## src/rtl/core/sacfb_pkg.sv

```systemverilog
// Shared types and constants for the sample accumulation framebuffer.
`timescale 1ns / 1ps
package sacfb_pkg;

  localparam int unsigned MaxWidth  = 512;
  localparam int unsigned MaxHeight = 512;
  localparam int unsigned AccBits   = 32;
  localparam int unsigned PixDepth  = MaxWidth * MaxHeight;
  localparam int unsigned PixAw     = $clog2(PixDepth);
  localparam int unsigned ProdBits  = AccBits + 16;
  localparam logic [15:0] ResolveScale = 16'd65533;

  localparam logic [1:0] RegFrameWidth  = 2'd0;
  localparam logic [1:0] RegFrameHeight = 2'd1;

  typedef enum logic [2:0] {
    KIND_SET_ACC   = 3'd0,
    KIND_ADD_ACC   = 3'd1,
    KIND_READ_ACC  = 3'd2,
    KIND_RESOLVE   = 3'd3,
    KIND_READ_REN  = 3'd4,
    KIND_WRITE_REN = 3'd5
  } kind_e;

  typedef logic [AccBits-1:0] acc_t;

  typedef struct packed {
    logic            start;
    logic [15:0]     divisor;
    acc_t [2:0]      acc;
  } div_req_t;

  typedef struct packed {
    logic            done;
    logic [2:0][7:0] quo;
  } div_rsp_t;

endpackage

```

## src/rtl/core/sacfb_div.sv

```systemverilog
// Iterative three-channel resolve divider, one quotient bit per cycle.
`timescale 1ns / 1ps
module sacfb_div (
  input  logic                clk_i,
  input  logic                rst_ni,
  input  sacfb_pkg::div_req_t req_i,
  output sacfb_pkg::div_rsp_t rsp_o
);
  import sacfb_pkg::*;

  typedef enum logic [1:0] {D_IDLE, D_MUL, D_RUN} state_e;

  state_e                     state_q;
  acc_t [2:0]                 acc_q;
  logic [15:0]                div_q;
  logic [2:0][ProdBits-1:0]   rem_q;
  logic [ProdBits-1:0]        dsh_q;
  logic [3:0]                 cnt_q;
  logic [2:0]                 sat_q;
  logic [2:0][7:0]            quo_q;
  logic                       done_q;

  always_ff @(posedge clk_i or negedge rst_ni) begin
    if (!rst_ni) begin
      state_q <= D_IDLE;
      done_q  <= 1'b0;
    end else begin
      done_q <= 1'b0;
      case (state_q)
        D_IDLE: begin
          if (req_i.start) begin
            acc_q   <= req_i.acc;
            div_q   <= req_i.divisor;
            state_q <= D_MUL;
          end
        end
        D_MUL: begin
          for (int c = 0; c < 3; c++) begin
            rem_q[c] <= acc_q[c] * ResolveScale;
          end
          dsh_q   <= ProdBits'({div_q, 20'b0}) << 8;
          cnt_q   <= 4'd8;
          sat_q   <= '0;
          quo_q   <= '0;
          state_q <= D_RUN;
        end
        D_RUN: begin
          for (int c = 0; c < 3; c++) begin
            if (rem_q[c] >= dsh_q) begin
              if (cnt_q[3]) begin
                sat_q[c] <= 1'b1;
              end else begin
                rem_q[c]            <= rem_q[c] - dsh_q;
                quo_q[c][cnt_q[2:0]] <= 1'b1;
              end
            end
          end
          dsh_q <= dsh_q >> 1;
          cnt_q <= cnt_q - 4'd1;
          if (cnt_q == 4'd0) begin
            done_q  <= 1'b1;
            state_q <= D_IDLE;
          end
        end
        default: state_q <= D_IDLE;
      endcase
    end
  end

  always_comb begin
    rsp_o.done = done_q;
    for (int c = 0; c < 3; c++) begin
      if (div_q == 16'd0) begin
        rsp_o.quo[c] = (acc_q[c] != '0) ? 8'hFF : 8'h00;
      end else begin
        rsp_o.quo[c] = sat_q[c] ? 8'hFF : quo_q[c];
      end
    end
  end

endmodule

```

## config.mk

```make
export PLATFORM = sky130hd
export DESIGN_NAME = sacfb_div
export DESIGN_NICKNAME = d
export VERILOG_FILES = /design/src/rtl/core/sacfb_pkg.sv /design/src/rtl/core/sacfb_div.sv
export SDC_FILE = /design/constraint.sdc
export NUM_CORES = 2
export LEC_CHECK = 0
export BUFFER_PORTS_ARGS = -buffer_cell sky130_fd_sc_hd__buf_2
export CAP_MARGIN = 15
export CORE_ASPECT_RATIO = 1.5
export CORE_MARGIN = 2
export CORE_UTILIZATION = 60
export CTS_CLUSTER_SIZE = 24
export DETAILED_ROUTE_END_ITERATION = 6
export PLACE_DENSITY = 0.75
export SYNTH_ARGS = -nofsm -noshare
export SYNTH_HDL_FRONTEND = slang
export SYNTH_SLANG_ARGS = --single-unit
```

## constraint.sdc

```tcl
create_clock -name clk_i -period 7.55 [get_ports clk_i]
set_input_delay 1.8875 -clock clk_i [delete_from_list [all_inputs] [get_ports clk_i]]
set_output_delay 1.8875 -clock clk_i [all_outputs]
set_load 0.02 [all_outputs]
```

# After elaboration in Yosys (flattened, before gate mapping)
# Index checks and enable logic that the tools add are counted.
[op_classes]
order_cmp = 5
bitwise = 3
multipliers = 3
n_addsub = 4
n_reduce_logical = 17
eq_ne = 9
muxes = 37
[ops]
columns = ["op", "n"]
rows = [
  ["two-way mux 48 bit", 6],
  ["case mux 144 bit (2 select lines)", 1],
  [">= comparator 48 bit", 3],
  ["multiplier 32 x 16 -> 48 bit, second input constant", 3],
  ["subtractor 48 bit", 3],
  ["two-way mux 8 bit", 15],
  ["case mux 48 bit (2 select lines)", 1],
  ["nonzero test 32 bit", 3],
  ["case mux 24 bit (2 select lines)", 1],
  ["bitwise OR 8 bit", 3],
  ["AND reduction 4 bit", 6],
  ["zero test 16 bit", 1],
  ["!= test 2 bit, second input constant", 7],
  ["case mux 4 bit (2 select lines)", 1],
  ["two-way mux 1 bit", 7],
  ["case mux 2 bit (3 select lines)", 1],
  ["case mux 3 bit (2 select lines)", 1],
  ["zero test 4 bit", 1],
  ["< comparator 3 x 4 -> 1 bit, second input constant", 1],
  ["two-way mux 2 bit", 2],
  ["AND reduction 2 bit", 2],
  ["subtractor 4 x 1 -> 4 bit, second input constant", 1],
  ["demux 1 bit (select 3 bit)", 1],
  [">= comparator 3 x 1 -> 1 bit, second input constant", 1],
  ["other kinds (6)", 6],
]
[word_totals]
in_bits = 115
register_bits = 338
elab_cells = 95
out_inout_bits = 25

# Depth between registers and ports, before layout
[logic_depth]
ltp_word = 8
ltp_mapped = 25
ltp_nobuf = 24

# Worst setup path before layout
# OpenSTA, ideal clock, no wires.
[synth_path]
path_type = "register -> register"
startpoint = "reg acc_q[86] (netlist name)"
endpoint = "reg rem_q[143] (netlist name), data pin"
arrival_ns = 5.947
synth_period_minus_slack_ns = 6.217
setup_slack_ns = 1.333
setup_time_ns = 0.270
n_path_buf = 0
stages_incl_launch_ff = 22
t_required_ns = 7.280
cell_sequence = "edfxtp_1 > inv_1 > fa_1 > fa_1 > inv_1 > fa_1 > fa_1 > fa_1 > inv_1 > fa_1 > inv_1 > ha_1 > and2_1 > o31a_1 > o21ai_0 > a21oi_1 > a2111oi_0 > o31ai_1 > a31o_2 > a221oi_2 > xnor2_1 > mux2i_1"
[synth_via]
elab_chain_cells = 2
[synth_rtl]
columns = ["element", "line_no", "text"]
rows = [
  ["start, declared", "sacfb_div.sv:14", "acc_t [2:0] acc_q;"],
  ["start signal, assigned", "sacfb_div.sv:32", "acc_q <= req_i.acc;"],
  ["multiplier 32 x 16 -> 48 bit", "sacfb_div.sv:39", "rem_q[c] <= acc_q[c] * ResolveScale;"],
  ["case mux 144 bit (2 select lines)", "sacfb_div.sv:29", "case (state_q)"],
  ["end signal, assigned by index", "sacfb_div.sv:39", ""],
  ["end signal, assigned by index", "sacfb_div.sv:53", "rem_q[c] <= rem_q[c] - dsh_q;"],
  ["end, declared", "sacfb_div.sv:16", "logic [2:0][ProdBits-1:0] rem_q;"],
]
# Every way passes these cells.
# A chain may end at the register's enable or synchronous reset.

# Worst setup path in the final report
[layout_path]
startpoint = "reg acc_q[40] (netlist name)"
endpoint = "reg rem_q[92] (netlist name), data pin"
# Same word-level chain as after synthesis.

==> parameters.txt <==
Parameter                              Value

Outcome
  Status ... finished clean

Floorplan
  Overall die width ... 248 um
  Core ar. ... 88,900 um^2
  Effective utilization at floorplan ... 60.4%
  Die Height ... 370 um
  Die footprint ... 92,000 um^2
  IO Pins ... 140
  Placement Rows ... 134

Cells and area
  Layout overhead on the synthesized area ... 6.21%
  Final core utilization ... 64.2%
  Layout cell share with drive strength beyond 1 ... 5.56%
  Final non-filler cell area ... 57,000 um^2
  Number of diodes ... 0
  Layout Nets ... 7,053

Synthesis
  Share of the yosys chip area belonging to registers ... 18.6%
  Number of distinct library cells after synthesis ... 86
  Post-synthesis instance total ... 5,353
  Number of enable flip-flop cells after synthesis ... 331
  Top cell type's share of synthesized area ... 33.1%
  Post-Synthesis Net Count ... 6,953
  Ranking of synthesized cells by area ... sky130_fd_sc_hd__fa_1 (33%), sky130_fd_sc_hd__edfxtp_1 (19%), sky130_fd_sc_hd__ha_1 (14%)
  Most common flop cell mapped by yosys ... sky130_fd_sc_hd__edfxtp_1
  Avg Cell Area, Syn ... 10.0 um^2
  Mapped Area ... 53,700 um^2
  Share of async-settable or async-resettable flops after synthesis ... 0.898%
  Number of synthesis warnings ... 0
  #FFs+latches synth ... 334
  Area leader, netlist ... sky130_fd_sc_hd__fa_1

Clocking
  # hold bufs at CTS ... 0
  CTS tree ... yes
  Maximum number of buffers from clock root to sink ... 3
  TritonCTS buffer count ... 44
  Number of buffers inserted by post-CTS setup repair ... 0
  CTS clk-pin slew, worst paths ... 60 ps
  Number of clock sinks seen by CTS ... 334
  PostCTS Resize Cnt ... 0
  Clk root buf ... sky130_fd_sc_hd__clkbuf_16
  Maximum level of the CTS H-tree ... 2
  Clock latency of the later-clocked register in the worst-skew pair ... 630 ps

Place
  DP HPWL ... 117 mm
  Placed cell areas ... 55,600 um^2
  Buffers on Ports ... 139
  Routability congestion estimate ... 0.995

Timing
  RSZ-0062 raised after global routing ... false
  Shortest clock period the worst path allows after layout ... 7160 ps
  Worst Max-Slew Pin Slew ... 975 ps
  Total negative setup slack ... 0 ps
  Relative slew slack ... 35.0%
  Fmax ... 140 MHz
  Crit share post-route ... 94.8%
  Final setup violation count ... 0
  Total count of max-transition violations in the final report ... 0
  Final Hold Vio Count ... 0
  Largest clock skew in the final design ... 28.4 ps

Critical path
  Critical path required time ... 7890 ps
  Data arrival, critical path ... 7500 ps
  Path type of the worst setup path ... register to register
  Flop2flop setup slack ... 390 ps
  Reg-to-reg critical path startpoint ... acc_q[40]$_DFFE_PP_
  Capturing point of the worst reg2reg path ... rem_q[92]$_DFFE_PP_
  Highest fanout seen on the critical path ... 6
  Crit path capture type ... register
  Worst setup path startpoint ... acc_q[40]$_DFFE_PP_
  CP endpoint ... rem_q[92]$_DFFE_PP_
  R2R depth ... 20
  Crit start category ... register

Global routing
  GR Util met1 ... 35.6%
  GRT met3 Usage ... 3.76%
  GRT Residual Overflow ... 0
  Vias in the first global route ... 41.5k
  Largest net degree at the start of global routing ... 72
  Met2 track demand over resource in global routing ... 57.6%
  Initial antenna violation count ... 2
  Global-route usage over all layers ... 31.5%
  Global-route wire length before repair ... 221 mm
  Most used routing layer in global routing ... met2

Routing
  Antenna Nets Post-Route ... 0
  Routed vias/inst ... 5.76
  Number of detailed-route iterations in the first pass ... 6
  Average wire length per cell after detail routing ... 21.0 um
  Violation count after the first detailed-routing iteration ... 2,210
  Remaining design rule violation count ... 0
  WL final ... 140 mm
  Vias ... 38.2k

Hold path
  Hold WC Path Type ... register to register

Run
  Max-cap violations ... 0
-- cells in the final DEF, fill, tap and decap left out, types with 10 or more instances in the layout --
master                         n
sky130_fd_sc_hd__xor2_1      101
sky130_fd_sc_hd__a211o_1      13
sky130_fd_sc_hd__o21bai_1     45
sky130_fd_sc_hd__inv_1      1275
sky130_fd_sc_hd__nor2b_1      24
sky130_fd_sc_hd__a41oi_1      12
sky130_fd_sc_hd__buf_4        19
sky130_fd_sc_hd__nor4_1       18
sky130_fd_sc_hd__nor2_1      277
sky130_fd_sc_hd__edfxtp_1    331
sky130_fd_sc_hd__a21o_1      164
sky130_fd_sc_hd__o21ai_0     179
sky130_fd_sc_hd__and2_1       26
sky130_fd_sc_hd__ha_1        596
sky130_fd_sc_hd__nand3_1      65
sky130_fd_sc_hd__and4_1       10
sky130_fd_sc_hd__a21oi_1     332
sky130_fd_sc_hd__nand4_1      57
sky130_fd_sc_hd__o211ai_1     27
sky130_fd_sc_hd__and3_1       31
sky130_fd_sc_hd__a21boi_0     15
sky130_fd_sc_hd__o21ai_1      12
sky130_fd_sc_hd__o21a_1       47
sky130_fd_sc_hd__buf_2       141
sky130_fd_sc_hd__nand2_1     200
sky130_fd_sc_hd__clkbuf_16    44
sky130_fd_sc_hd__or3_1        15
sky130_fd_sc_hd__nor3_1       46
sky130_fd_sc_hd__a211oi_1     25
sky130_fd_sc_hd__mux2_2       29
sky130_fd_sc_hd__a31oi_1      41
sky130_fd_sc_hd__xnor2_1     154
sky130_fd_sc_hd__mux2i_1      25
sky130_fd_sc_hd__o31ai_1      14
sky130_fd_sc_hd__fa_1        888
sky130_fd_sc_hd__nand2b_1     29
-- layer usage --
metal	part of all wire (%)	wire (um)	vias to the layer above
li1	-	-	17600
met1	36	50900	19200
met2	53	73800	1062
met3	4.5	6280	395
met4	6.2	8620	4
met5	0.019	27	-
-- worst max-delay path, cell delays in order, from the launching register on --
cell                        delay, ps
sky130_fd_sc_hd__edfxtp_1         470
sky130_fd_sc_hd__inv_1            240
sky130_fd_sc_hd__fa_1             520
sky130_fd_sc_hd__fa_1             510
sky130_fd_sc_hd__inv_1             60
sky130_fd_sc_hd__fa_1             490
sky130_fd_sc_hd__fa_1             510
sky130_fd_sc_hd__fa_1             500
sky130_fd_sc_hd__inv_1             50
sky130_fd_sc_hd__fa_1             470
sky130_fd_sc_hd__inv_1             40
sky130_fd_sc_hd__ha_1             350
sky130_fd_sc_hd__a2111o_1         390
sky130_fd_sc_hd__a21oi_1          230
sky130_fd_sc_hd__o41a_1           290
sky130_fd_sc_hd__o2111ai_1        180
sky130_fd_sc_hd__a221oi_1         560
sky130_fd_sc_hd__o21ai_0          380
sky130_fd_sc_hd__or3_1            440
sky130_fd_sc_hd__a31oi_1          150
sky130_fd_sc_hd__a21oi_1           50
-- worst min-delay path by stage --
| stage | startpoint | slack [ps] | end | depth (start not counted) |
|---|---|---|---|---|
| 6_report | state_q[0]$_DFFE_PN0P_ | 560 | state_q[0]$_DFFE_PN0P_ | 1 |
| 5_1_grt | state_q[0]$_DFFE_PN0P_ | 580 | state_q[0]$_DFFE_PN0P_ | 1 |
| 4_1_cts | state_q[0]$_DFFE_PN0P_ | 560 | state_q[0]$_DFFE_PN0P_ | 1 |
| 3_5_place_dp | state_q[0]$_DFFE_PN0P_ | 550 | state_q[0]$_DFFE_PN0P_ | 1 |
| 3_3_place_gp | state_q[0]$_DFFE_PN0P_ | 530 | state_q[0]$_DFFE_PN0P_ | 1 |
| 2_1_floorplan | state_q[0]$_DFFE_PN0P_ | 510 | state_q[0]$_DFFE_PN0P_ | 1 |
-- flip-flops by register name (all words and copies together), names as in the netlist --
register and count:
rem_q 144, acc_q 96, dsh_q 44, quo_q 24, div_q 16, cnt_q 4
sat_q 3, state_q 2, done_q 1
-- synth_stat cells, drive strengths merged, types with 8 or more instances --
| cell | instances |
|---|---|
| o31a | 9 |
| a41oi | 12 |
| and4 | 10 |
| a211oi | 27 |
| xor2 | 101 |
| nor4 | 18 |
| and3 | 33 |
| nor2b | 25 |
| a221oi | 10 |
| a31o | 8 |
| mux2 | 29 |
| buf | 12 |
| nor2 | 278 |
| or3 | 15 |
| nand2b | 29 |
| edfxtp | 331 |
| o211ai | 27 |
| clkbuf | 95 |
| a211o | 13 |
| a21o | 167 |
| and2 | 28 |
| a21boi | 15 |
| inv | 1276 |
| xnor2 | 154 |
| o21a | 47 |
| o31ai | 16 |
| ha | 597 |
| nand3 | 65 |
| mux2i | 25 |
| fa | 888 |
| o21bai | 46 |
| nand2 | 200 |
| a21oi | 335 |
| o21ai | 191 |
| a31oi | 41 |
| nand4 | 57 |
| nor3 | 47 |
-- cell type report --
class / count / area [um^2]
clock buffer: 51 / 1170
clock inverter: 29 / 240
fill: 7257 / 31800
inverter: 1276 / 4790
multi-input combinational: 3636 / 38500
sequential: 334 / 10000
tap: 1156 / 1450
timing repair buffer: 161 / 868
-- through the flow --
| step | hold WS [ps] | instances | setup WS [ps] |
|---|---|---|---|
| after global routing | 583 | 6643 | 146 |
| after global placement | 528 | 6560 | 594 |
| after CTS | 562 | 6643 | 506 |
| final | 556 | 6643 | 392 |
| after detailed placement | 550 | 6563 | 493 |
| after floorplan | 510 | 5353 | 1330 |
-- cells by family after synthesis --
logic type	share of synthesized area, %
multiplexers	1.07
AO/OA/AOI/OAI	12.2
adder cells (fa/ha/maj)	47.0
XOR/XNOR	4.16
buffers and inverters	9.73
AND/OR/NAND/NOR	7.21
flip-flops	18.6
Power is left out: the tool's default activity adds up to more than one toggle a clock period on the data nets, which glitch-free logic cannot reach.
